**config.mk**
```make
export PLATFORM = sky130hd
export DESIGN_NAME = axis_homing_sequencer_unit
export DESIGN_NICKNAME = d
export VERILOG_FILES = /design/src/hw/rtl/ahs_pkg.sv /design/src/hw/rtl/axis_homing_sequencer_unit.sv /design/src/hw/rtl/ahs_regs.sv /design/src/hw/rtl/ahs_step.sv
export SDC_FILE = /design/constraint.sdc
export NUM_CORES = 1
export LEC_CHECK = 0
export BUFFER_PORTS_ARGS = -buffer_cell sky130_fd_sc_hd__buf_2
export CAP_MARGIN = 30
export CORE_ASPECT_RATIO = 1.1
export CORE_UTILIZATION = 58
export DETAILED_ROUTE_END_ITERATION = 12
export PLACE_DENSITY = 0.86
export SYNTH_ARGS = -nofsm -noshare
export SYNTH_HDL_FRONTEND = slang
export SYNTH_SLANG_ARGS = --single-unit
```
**constraint.sdc**
```tcl
create_clock -name clk -period 8.15 [get_ports clk]
set_input_delay 0.4075 -clock clk [delete_from_list [all_inputs] [get_ports clk]]
set_output_delay 0.4075 -clock clk [all_outputs]
set_load 0.01 [all_outputs]
```
**src/hw/rtl/ahs_pkg.sv**
```systemverilog
// ----------------------------------------------------------------------------
// ahs_pkg: shared types and constants of the axis homing sequencer
// Phase codes, DAC word layout, flag and result word structs.
// ----------------------------------------------------------------------------
package ahs_pkg;

  // Phase codes
  localparam logic [2:0] PH_IDLE   = 3'd0;
  localparam logic [2:0] PH_LEFT   = 3'd1;
  localparam logic [2:0] PH_PAUSEL = 3'd2;
  localparam logic [2:0] PH_RIGHT  = 3'd3;
  localparam logic [2:0] PH_PAUSER = 3'd4;
  localparam logic [2:0] PH_CENTER = 3'd5;
  localparam logic [2:0] PH_DONE   = 3'd6;

  // DAC word: 8-bit channel-0 prefix, 12-bit code, 4 zero bits
  localparam logic [7:0]         DAC_PREFIX   = 8'h18;
  localparam logic signed [12:0] DAC_MID_CODE = 13'sd2048;
  localparam logic signed [12:0] DAC_MAX_CODE = 13'sd4095;

  localparam int            DRIVE_W     = 11;
  localparam logic [10:0]   DRIVE_RESET = 11'd120;

  // Register map
  localparam logic REG_HOMING_DRIVE = 1'b0;

  typedef struct packed {
    logic wr;
    logic clr;
    logic lat;
    logic done;
    logic fault;
  } ahs_flags_t;

  // Result word, lowest field in the lowest bits (32 bits total)
  typedef struct packed {
    logic        amp_fault;
    logic [2:0]  phase;
    logic        homing_done;
    logic        latch_counters;
    logic        clear_counters;
    logic [23:0] dac_command;
    logic        dac_write;
  } ahs_result_t;

endpackage

```
**src/hw/rtl/axis_homing_sequencer_unit.sv**
```systemverilog
// ----------------------------------------------------------------------------
// axis_homing_sequencer_unit: linear axis homing to limit switches
// Input register, one-step homing logic, result register, APB config.
// ----------------------------------------------------------------------------
// One input word per timer tick (tuser = 1 for a start request). Each word
// gives exactly one result word. The block takes a word every cycle unless
// the output side stalls: a word is held in the input register, the homing
// step is computed in one pass of combinational logic and the result lands
// in the output register, so throughput is one word per cycle, limited only
// by the output side taking results. The sequence runs: idle, move
// left to the left switch, pause (counters cleared), move right while
// recording the right end, pause (midpoint = right end / 2 toward zero),
// move back until below the midpoint, done. Drive words are 0x18 prefix,
// 12-bit code 2048 +/- homing_drive, four zero bits. homing_drive lives at
// byte address 0 of the config port and must only be written while idle.
// ----------------------------------------------------------------------------
module axis_homing_sequencer_unit #(
  parameter int COUNT_BITS = 20
) (
  input  logic clk,
  input  logic rst_n,
  // tdata: amp_ok [0], left_limit [1], right_limit [2],
  //        encoder_count [COUNT_BITS+2:3], zero pad above
  input  logic                                     in_tvalid,
  output logic                                     in_tready,
  input  logic [((3+COUNT_BITS+7)/8)*8-1:0]        in_tdata,
  // tuser: cmd [0] (0 tick, 1 start)
  input  logic                                     in_tuser,
  // tdata: dac_write [0], dac_command [24:1], clear_counters [25],
  //        latch_counters [26], homing_done [27], phase [30:28], amp_fault [31]
  output logic                                     out_tvalid,
  input  logic                                     out_tready,
  output logic [31:0]                              out_tdata,
  // config
  input  logic                                     cfg_psel,
  input  logic                                     cfg_penable,
  input  logic                                     cfg_pwrite,
  input  logic [2:0]                               cfg_paddr,
  input  logic [31:0]                              cfg_pwdata,
  output logic [31:0]                              cfg_prdata,
  output logic                                     cfg_pready
);

  localparam int IN_W = ((3 + COUNT_BITS + 7) / 8) * 8;

  // input register
  logic                       in_v_r;
  logic                       in_cmd_r;
  logic [IN_W-1:0]            in_data_r;

  // sequencer state
  logic [2:0]                   phase_r,     phase_nxt;
  logic                         armed_r,     armed_nxt;
  logic signed [COUNT_BITS-1:0] right_end_r, right_end_nxt;
  logic signed [COUNT_BITS-1:0] mid_point_r, mid_point_nxt;

  // result register
  logic                       out_v_r;
  ahs_pkg::ahs_result_t       res_r;
  ahs_pkg::ahs_result_t       res_nxt;

  logic [ahs_pkg::DRIVE_W-1:0] homing_drive;
  logic                        advance;
  logic                        in_acc;

  // The step fires when a word is waiting and the output register is free or being emptied
  assign advance   = in_v_r & (~out_v_r | out_tready);
  assign in_tready = ~in_v_r | advance;
  assign in_acc    = in_tvalid & in_tready;

  ahs_regs u_regs (
    .clk          (clk),
    .rst_n        (rst_n),
    .psel         (cfg_psel),
    .penable      (cfg_penable),
    .pwrite       (cfg_pwrite),
    .paddr        (cfg_paddr),
    .pwdata       (cfg_pwdata),
    .prdata       (cfg_prdata),
    .pready       (cfg_pready),
    .homing_drive (homing_drive)
  );

  ahs_step #(
    .COUNT_BITS (COUNT_BITS)
  ) u_step (
    .cmd           (in_cmd_r),
    .amp_ok        (in_data_r[0]),
    .left_sw       (in_data_r[1]),
    .right_sw      (in_data_r[2]),
    .pos           ($signed(in_data_r[3 +: COUNT_BITS])),
    .homing_drive  (homing_drive),
    .phase         (phase_r),
    .armed         (armed_r),
    .right_end     (right_end_r),
    .mid_point     (mid_point_r),
    .phase_nxt     (phase_nxt),
    .armed_nxt     (armed_nxt),
    .right_end_nxt (right_end_nxt),
    .mid_point_nxt (mid_point_nxt),
    .result        (res_nxt)
  );

  // valid bits and state
  always_ff @(posedge clk) begin
    if (!rst_n) begin
      in_v_r      <= 1'b0;
      out_v_r     <= 1'b0;
      phase_r     <= ahs_pkg::PH_IDLE;
      armed_r     <= 1'b0;
      right_end_r <= '0;
      mid_point_r <= '0;
    end else begin
      if (in_tready) begin
        in_v_r <= in_tvalid;
      end
      if (advance) begin
        out_v_r     <= 1'b1;
        phase_r     <= phase_nxt;
        armed_r     <= armed_nxt;
        right_end_r <= right_end_nxt;
        mid_point_r <= mid_point_nxt;
      end else if (out_tready) begin
        out_v_r <= 1'b0;
      end
    end
  end

  // payload registers
  always_ff @(posedge clk) begin
    if (in_acc) begin
      in_cmd_r  <= in_tuser;
      in_data_r <= in_tdata;
    end
    if (advance) begin
      res_r <= res_nxt;
    end
  end

  assign out_tvalid = out_v_r;
  assign out_tdata  = res_r;

  // A running sequence always belongs to an armed block
  a_phase_armed: assert property (@(posedge clk) disable iff (!rst_n)
    (phase_r != ahs_pkg::PH_IDLE) |-> armed_r)
    else $error("phase active while not armed");

  // Completion leaves the block idle and disarmed
  a_done_idle: assert property (@(posedge clk) disable iff (!rst_n)
    (advance && res_nxt.homing_done) |=>
      (phase_r == ahs_pkg::PH_IDLE) && !armed_r && out_tvalid)
    else $error("done without return to idle");

  // No DAC word without a write strobe
  a_cmd_zero: assert property (@(posedge clk) disable iff (!rst_n)
    (out_tvalid && !res_r.dac_write) |-> (res_r.dac_command == 24'd0))
    else $error("dac command without write");

  // Full stage with a stalled output must hold off new words
  a_stall: assert property (@(posedge clk) disable iff (!rst_n)
    (in_v_r && out_v_r && !out_tready) |-> !in_tready)
    else $error("input taken while pipeline stalled");

endmodule

```
**src/hw/rtl/ahs_regs.sv**
```systemverilog
// ----------------------------------------------------------------------------
// ahs_regs: configuration register file
// APB-style slave holding the homing drive magnitude.
// ----------------------------------------------------------------------------
module ahs_regs (
  input  logic        clk,
  input  logic        rst_n,
  input  logic        psel,
  input  logic        penable,
  input  logic        pwrite,
  input  logic [2:0]  paddr,
  input  logic [31:0] pwdata,
  output logic [31:0] prdata,
  output logic        pready,
  output logic [ahs_pkg::DRIVE_W-1:0] homing_drive
);

  logic [ahs_pkg::DRIVE_W-1:0] drive_r;
  logic                        wr_en;

  assign pready = 1'b1;
  assign wr_en  = psel & penable & pwrite & pready & (paddr[2] == ahs_pkg::REG_HOMING_DRIVE);

  always_ff @(posedge clk) begin
    if (!rst_n) begin
      drive_r <= ahs_pkg::DRIVE_RESET;
    end else if (wr_en) begin
      drive_r <= pwdata[ahs_pkg::DRIVE_W-1:0];
    end
  end

  always_comb begin
    prdata = 32'd0;
    if (paddr[2] == ahs_pkg::REG_HOMING_DRIVE) begin
      prdata = {{(32-ahs_pkg::DRIVE_W){1'b0}}, drive_r};
    end
  end

  assign homing_drive = drive_r;

endmodule

```
**src/hw/rtl/ahs_step.sv**
```systemverilog
// ----------------------------------------------------------------------------
// ahs_step: one homing step
// Next phase, recorded positions and result word for one input word.
// ----------------------------------------------------------------------------
module ahs_step #(
  parameter int COUNT_BITS = 20
) (
  input  logic                          cmd,
  input  logic                          amp_ok,
  input  logic                          left_sw,
  input  logic                          right_sw,
  input  logic signed [COUNT_BITS-1:0]  pos,
  input  logic [ahs_pkg::DRIVE_W-1:0]   homing_drive,
  input  logic [2:0]                    phase,
  input  logic                          armed,
  input  logic signed [COUNT_BITS-1:0]  right_end,
  input  logic signed [COUNT_BITS-1:0]  mid_point,
  output logic [2:0]                    phase_nxt,
  output logic                          armed_nxt,
  output logic signed [COUNT_BITS-1:0]  right_end_nxt,
  output logic signed [COUNT_BITS-1:0]  mid_point_nxt,
  output ahs_pkg::ahs_result_t          result
);

  logic signed [12:0]           drv_pos;
  logic signed [12:0]           drive;
  logic signed [12:0]           code_s;
  logic [11:0]                  code;
  logic signed [COUNT_BITS-1:0] re_bias;
  logic signed [COUNT_BITS-1:0] re_half;
  ahs_pkg::ahs_flags_t          fl;

  assign drv_pos = $signed({2'b00, homing_drive});

  // Halve toward zero: add one before the arithmetic shift when negative
  assign re_bias = right_end + $signed({{(COUNT_BITS-1){1'b0}}, right_end[COUNT_BITS-1]});
  assign re_half = re_bias >>> 1;

  always_comb begin
    phase_nxt     = phase;
    armed_nxt     = armed;
    right_end_nxt = right_end;
    mid_point_nxt = mid_point;
    fl            = '0;
    drive         = '0;
    if (cmd) begin
      armed_nxt = 1'b1;
    end else if (armed) begin
      unique case (phase)
        ahs_pkg::PH_IDLE: begin
          right_end_nxt = '0;
          mid_point_nxt = '0;
          if (amp_ok) begin
            phase_nxt = left_sw ? ahs_pkg::PH_PAUSEL : ahs_pkg::PH_LEFT;
          end
        end
        ahs_pkg::PH_LEFT: begin
          fl.wr  = 1'b1;
          fl.clr = 1'b1;
          fl.lat = 1'b1;
          drive  = -drv_pos;
          if (left_sw) begin
            drive     = '0;
            phase_nxt = ahs_pkg::PH_PAUSEL;
          end
        end
        ahs_pkg::PH_PAUSEL: begin
          fl.clr    = 1'b1;
          fl.lat    = 1'b1;
          phase_nxt = ahs_pkg::PH_RIGHT;
        end
        ahs_pkg::PH_RIGHT: begin
          fl.wr         = 1'b1;
          fl.lat        = 1'b1;
          drive         = drv_pos;
          right_end_nxt = pos;
          if (right_sw) begin
            drive     = '0;
            phase_nxt = ahs_pkg::PH_PAUSER;
          end
        end
        ahs_pkg::PH_PAUSER: begin
          fl.lat        = 1'b1;
          mid_point_nxt = re_half;
          phase_nxt     = ahs_pkg::PH_CENTER;
        end
        ahs_pkg::PH_CENTER: begin
          fl.wr  = 1'b1;
          fl.lat = 1'b1;
          drive  = -drv_pos;
          if (pos < mid_point) begin
            phase_nxt = ahs_pkg::PH_DONE;
          end
        end
        ahs_pkg::PH_DONE: begin
          fl.wr         = 1'b1;
          fl.clr        = 1'b1;
          fl.done       = 1'b1;
          right_end_nxt = '0;
          mid_point_nxt = '0;
          armed_nxt     = 1'b0;
          phase_nxt     = ahs_pkg::PH_IDLE;
        end
        default: begin
          phase_nxt = ahs_pkg::PH_IDLE;
        end
      endcase
    end
    fl.fault = armed_nxt & ~amp_ok;
  end

  // Offset and saturate the drive into a 12-bit code
  assign code_s = ahs_pkg::DAC_MID_CODE + drive;
  always_comb begin
    if (code_s < 13'sd0) begin
      code = '0;
    end else if (code_s > ahs_pkg::DAC_MAX_CODE) begin
      code = ahs_pkg::DAC_MAX_CODE[11:0];
    end else begin
      code = code_s[11:0];
    end
  end

  always_comb begin
    result                = '0;
    result.dac_write      = fl.wr;
    result.dac_command    = fl.wr ? {ahs_pkg::DAC_PREFIX, code, 4'h0} : 24'd0;
    result.clear_counters = fl.clr;
    result.latch_counters = fl.lat;
    result.homing_done    = fl.done;
    result.phase          = phase_nxt;
    result.amp_fault      = fl.fault;
  end

endmodule

```
=== Word level (Yosys, flattened, before mapping) ===
Index checks and enable logic that the tools add are counted.

* Flip-flop bits (word level): 113
* Bits in latches: 0
* Bits in writable memories: 0
* Bits in read-only memories: 0
* Bits of input ports: 67
* Word-level logic and storage cells: 86
* Memories kept: 0

* Add/subtract/negate cells: 3
* Multipliers: 0
* Div/mod/pow operators: 0
* Order comparisons: 3
* Eq/ne operators: 6
* Shift-type cells: 0
* Mux-type cells: 30
* Bitwise operators: 15
* Reduce and logical (&&, ||, !) cells: 12

{| class="wikitable"
|+ Operators by type and width
! operator !! count
|-
| 20-bit case mux with 2 select lines || 2
|-
| 13-bit two-way mux || 3
|-
| 13-bit case mux with 3 select lines || 1
|-
| 12-bit two-way mux || 2
|-
| 11-bit two-way mux || 2
|-
| 21-bit two-way mux || 1
|-
| 20-bit by 2-bit adder with 20-bit output || 1
|-
| 20-bit < comparator || 1
|-
| 3-bit two-way mux || 6
|-
| 3-bit case mux with 6 select lines || 1
|-
| 13-bit adder (first input constant) || 1
|-
| 13-bit greater-than comparator (second input constant) || 1
|-
| 13-bit by 1-bit < comparator with 1-bit output (second input constant) || 1
|-
| 11-bit negation with 13-bit output || 1
|-
| 3-bit == test (second input constant) || 3
|-
| 1-bit two-way mux || 9
|-
| 4-bit two-way mux || 2
|-
| 4-bit AND reduction || 2
|-
| 1-bit NOT || 7
|-
| 1-bit bitwise AND || 6
|-
| 3-bit by 2-bit == test with 1-bit output (second input constant) || 2
|-
| 2-bit nonzero test || 3
|-
| 2-bit OR reduction || 3
|-
| 5-bit OR reduction || 1
|-
| other kinds (6) || 7
|}

=== Logic depth before layout (Yosys ltp) ===
* Depth after elaboration: 10
* Mapped depth: 11
* Depth with buffers taken out: 11

=== Modules after synthesis ===
From an unflattened synthesis, not the netlist that was laid out.

* Cells, all modules: 681
* Area total of the unflattened synthesis: 6483.7 µm²

{| class="wikitable"
|+ By module, submodules not included
! module !! instances !! cells an instance !! area an instance (µm²) !! sequential area each (µm²)
|-
| axis_homing_sequencer_unit || 1 || 256 || 3569.7 || 2602.5
|-
| ahs_step || 1 || 341 || 2192.1 || 0.0
|-
| ahs_regs || 1 || 84 || 721.9 || 220.2
|}

=== Worst setup path before layout ===
OpenSTA, ideal clock, no wires.

* Path kind: flip-flop to flip-flop
* From: register u_regs.drive_r (netlist bit u_regs.homing_drive[0])
* To: register res_r (netlist bit out_tdata[16]), data pin
* Library setup time: 0.180 ns
* Arrival time: 2.975 ns
* Data required time: 7.970 ns
* Setup slack: 4.995 ns
* Cell stages (with the launch flop): 12
* Clock period less this slack: 3.155 ns
* Cell sequence: dfxtp_1 > inv_1 > ha_1 > nor3b_1 > nand3_1 > or3_1 > o21ai_0 > ha_1 > a311oi_1 > nand4_1 > or4_1 > o41ai_2

* Cells in the longest elaborated chain, start to end: 8
* Elaborated cells on any way between the ends: 11
* Those cells by class: add/sub (2); order compare (2); mux (6); reduce/logical (1)

{| class="wikitable"
|+ Ends and longest elaborated chain
! item !! RTL line !! RTL
|-
| from (decl) || ahs_regs.sv:18 || <nowiki>logic [ahs_pkg::DRIVE_W-1:0] drive_r;</nowiki>
|-
| from (signal assigned) || ahs_regs.sv:26 || <nowiki>drive_r <= ahs_pkg::DRIVE_RESET;</nowiki>
|-
| from (signal assigned) || ahs_regs.sv:28 || <nowiki>drive_r <= pwdata[ahs_pkg::DRIVE_W-1:0];</nowiki>
|-
| 11-bit negation with 13-bit output || ahs_step.sv:61, ahs_step.sv:90 ||
|-
| 13-bit two-way mux || ahs_step.sv:62 || <nowiki>if (left_sw) begin</nowiki>
|-
| 13-bit case mux with 3 select lines (*) || ahs_step.sv:49 || <nowiki>unique case (phase)</nowiki>
|-
| 13-bit two-way mux (*) || ahs_step.sv:48 || <nowiki>end else if (armed) begin</nowiki>
|-
| 13-bit two-way mux (*) || ahs_step.sv:46 || <nowiki>if (cmd) begin</nowiki>
|-
| 13-bit adder (*) || ahs_step.sv:113 || <nowiki>assign code_s = ahs_pkg::DAC_MID_CODE + drive;</nowiki>
|-
| 13-bit greater-than comparator / 13-bit by 1-bit < comparator with 1-bit output (equally long branches) || ahs_step.sv:117, ahs_step.sv:115 ||
|-
| 12-bit two-way mux / 2-bit OR reduction (equally long branches) || - ||
|-
| to (signal assigned) || axis_homing_sequencer_unit.sv:136 || <nowiki>res_r <= res_nxt;</nowiki>
|-
| to (decl) || axis_homing_sequencer_unit.sv:59 || <nowiki>ahs_pkg::ahs_result_t res_r;</nowiki>
|}

Mark *: on every way between the ends. The rest lies on a longest branch, timed or not.
A chain may end at the register's enable or synchronous reset.

=== Worst setup path after layout ===
Ends and elaborated chain as after synthesis.

==> reports/qor.txt <==
status = finished, final reports clean
Post-CTS Hold Buffers = 0
ys flop type = dfxtp_1
clock latency on the worst-skew pair = 0.38 ns
Remaining DRCs = 0
CTS Sinks = 100
crit-path cells = inv_1, ha_1, nor3b_1, nand3_1, or3_1, o21ai_0, ha_1, a311oi_1, nand4_1, or4_1, o41ai_2
layout cell share with drive strength beyond 1 = 16.75%
post_cts resized = 0
crit-path leading delay family = simple AND/OR/NAND/NOR gates
leakage power = 2.159 nW
grt met2 use = 41.88%
met1 GRT Util = 29.19%
area delta synth->final = 9.850%
most frequent CP cell = ha_1
Tmin final = 3.850 ns
Die Y = 101.8 um
CTS buffer count = 9
Initial Util = 59.42%
worst path buffer plus inverter count = 1
critical path class = flop to flop
Flop pwr share = 59.9%
Crit Reg-Reg Endpoint = out_tdata[16]$_SDFFCE_PP0P_
pwr/cell area = 158.1 nW/um^2
overall power = 0.9111 mW
Tightest Pin Transition = 0.9331 ns
TritonCTS clock tree = yes
fin. max-slew vios = 0
number of enable flip-flop cells after synthesis = 44
CP startpoint kind = flop
setup repair after global routing missed its margin = false
CTS max path bufs = 2
CP max stage cell = nor3b_1
syn_area_per_cell = 9.504 sq um
count leader, synth = nand2_1
post-route ant nets = 0
pre-CTS setup slack = 4.424 ns
Nets = 705
Hold Path Stages = 1
top post-synthesis cells by area = edfxtp_1 (25%), dfxtp_1 (21%), nor2b_1 (6.1%), ha_1 (5.2%), a22oi_1 (4.9%)
Hold Vio Cnt, Final = 0
Max Clk Rate = 0.2597 GHz
routed vias = 4,149
DP Cell Count = 719
post-synth top area share = 25.18%
Yosys reg bits = 100
Synth cell types = 59
post-route setup slack = 4.300 ns
Rows = 36
Total Routed Length = 10.85 mm
Post-Syn Instances = 552
Peak VDD IR = 0.0001035 V
Setup violations, final = 0
Worst Hold Class = input port to flop
first-pass GRT wire length = 17.77 mm
Initial DRC Count = 168
clk_skew = 0.008889 ns
Synth async-reset ratio = 0%
max cap viols = 0
IO Port Bufs = 77
Logic pwr share = 7.2%
Die Wd = 92.68 um
routed length per instance = 14.77 um
# IOs = 134
GRT overflow = 0
TritonRoute pass-1 iters = 5
Core ar. = 8828 sq um
Worst-path clk slew = 0.10 ns
CP endpoint kind = flop
post-DP HPWL = 7.618 mm
Diodes inserted = 0
setup_tns = 0 ns
die area = 9430 sq um
Layout Cells excl Fill = 735
Post CTS Setup Buffer Count = 0
fin crit share = 47.25%
Arr. time, crit path = 4.06 ns
Commonest cells post-synth = nand2_1 (59), dfxtp_1 (56), nor2b_1 (51)
Worst slew margin = 36.94%
hold path endpoint = in_data_r[22]$_DFFE_PP_
clock share of power = 33.0%
largest net degree at the start of global routing = 54
CP max stage delay = 0.55 ns
reg2reg path depth = 11
YS warnings = 0
met3 Use GR = 3.679%
critical path depth = 11
CP Data Required Time = 8.35 ns
GRT Overall Usage = 24.06%
gr busiest metal = met2
Seq/Total Area, Yosys = 46.55%
Pint = 0.6836 mW
vias per std cell = 5.645
Placer Congestion = 0.8426
worst reg2reg setup slack = 4.30 ns
FILL cells = 718
area of the mapped netlist = 5246 sq um
Synth area leader = edfxtp_1
worst reg2reg path startpoint = u_regs.homing_drive[0]$_SDFFE_PN0P_
CTS HTree Levels = 3
vias in the first global route = 3,788
Max Fanout on Critical Path = 5
antenna violations before repair = 0
min-delay src = in_tdata[22]
Root Buffer = clkbuf_8
net switching power = 0.2275 mW
switch share = 24.97%
## metrics by stage
stage / util [%] / hold WS [ns] / area (sq um)
after floorplan: - / 0.4323 / 5359
after global placement: 63.02 / 0.4456 / 5564
after detailed placement: 63.19 / 0.4483 / 5579
after CTS: 65.28 / 0.1880 / 5763
after global routing: 65.28 / 0.1859 / 5763
final: 65.28 / 0.1947 / 5763
## worst register-to-register path, stage by stage (launching register included)
cell and delay [ns]:
dfxtp_1 0.37, inv_1 0.12, ha_1 0.22, nor3b_1 0.55, nand3_1 0.31, or3_1 0.43
o21ai_0 0.19, ha_1 0.31, a311oi_1 0.29, nand4_1 0.14, or4_1 0.42, o41ai_2 0.33
## final cells by class
class,instances,area (sq um),share of cell area [%]
Multi-Input combinational cell,398,2474,42.92
Sequential cell,100,2442,42.38
Clock inverter,6,46.29,0.8033
Timing Repair Buffer,81,422.9,7.338
Tap cell,114,142.6,2.475
Clock buffer,10,137.6,2.388
Inverter,26,97.59,1.693
## per-layer routing
layer / wire length, um / part of all wire (%)
met1: 4623 / 43
met2: 5460 / 50
met3: 538 / 5.0
met4: 231 / 2.1
met5: 0 / 0
## power by group through the flow
stage               combinational [mW]  clock, mW  sequential (mW)
detailed placement              0.0645          0            0.557
global placement                0.0614          0            0.557
CTS                             0.0652      0.303            0.545
global route                    0.0730      0.321            0.547
floorplan                       0.0509          0            0.555
finish                          0.0653      0.300            0.545
## worst max path at each step
stage | endpoint | startpoint | slack [ns]
after CTS | out_tdata[16]$_SDFFCE_PP0P_ | u_regs.homing_drive[0]$_SDFFE_PN0P_ | 4.39
after detailed placement | out_tdata[16]$_SDFFCE_PP0P_ | u_regs.homing_drive[0]$_SDFFE_PN0P_ | 4.42
after floorplan | out_tdata[16]$_SDFFCE_PP0P_ | u_regs.homing_drive[0]$_SDFFE_PN0P_ | 5.00
after global routing | out_tdata[16]$_SDFFCE_PP0P_ | u_regs.homing_drive[0]$_SDFFE_PN0P_ | 3.94
after global placement | out_tdata[16]$_SDFFCE_PP0P_ | u_regs.homing_drive[0]$_SDFFE_PN0P_ | 4.49
final | out_tdata[16]$_SDFFCE_PP0P_ | u_regs.homing_drive[0]$_SDFFE_PN0P_ | 4.30
## state kept, by name, summed over array words and instances, names as in the netlist
name,flops
in_data_r,23
out_tdata,20
right_end_r,20
mid_point_r,19
u_regs.homing_drive,11
phase_r,3
armed_r,1
in_cmd_r,1
in_v_r,1
out_tvalid,1
## cells by family (layout without fill, tap and decap cells)
logic type	Yosys count	in the layout	share of synthesized area, %
flip-flops	100	100	46.55
XOR/XNOR	17	17	2.838
AND/OR/NAND/NOR	212	212	20.75
other	2	32	0.1431
adder cells (fa/ha/maj)	22	22	5.247
multiplexers	5	5	0.9778
buffers and inverters	84	123	8.538
AO/OA/AOI/OAI	110	110	14.95
## layout by cell type, fill, tap and decap left out, types with 4 or more instances in the layout
master     instances
nand2_1           59
conb_1            32
xor2_1             6
inv_1             26
nand3_1           20
xnor2_1           11
nand4_1            7
o2bb2ai_1          4
a32oi_1            4
nor3_1             5
mux2i_1            4
nor2b_1           51
and3_1             5
dfxtp_1           56
ha_1              22
a21oi_1           16
buf_2             77
edfxtp_1          44
nor2_1            39
a22oi_1           34
a21boi_0           8
a31oi_1            4
nand2b_1           5
o21ai_0           13
clkbuf_8          10
and2_1             4
Power figures use the tool's default switching activity.
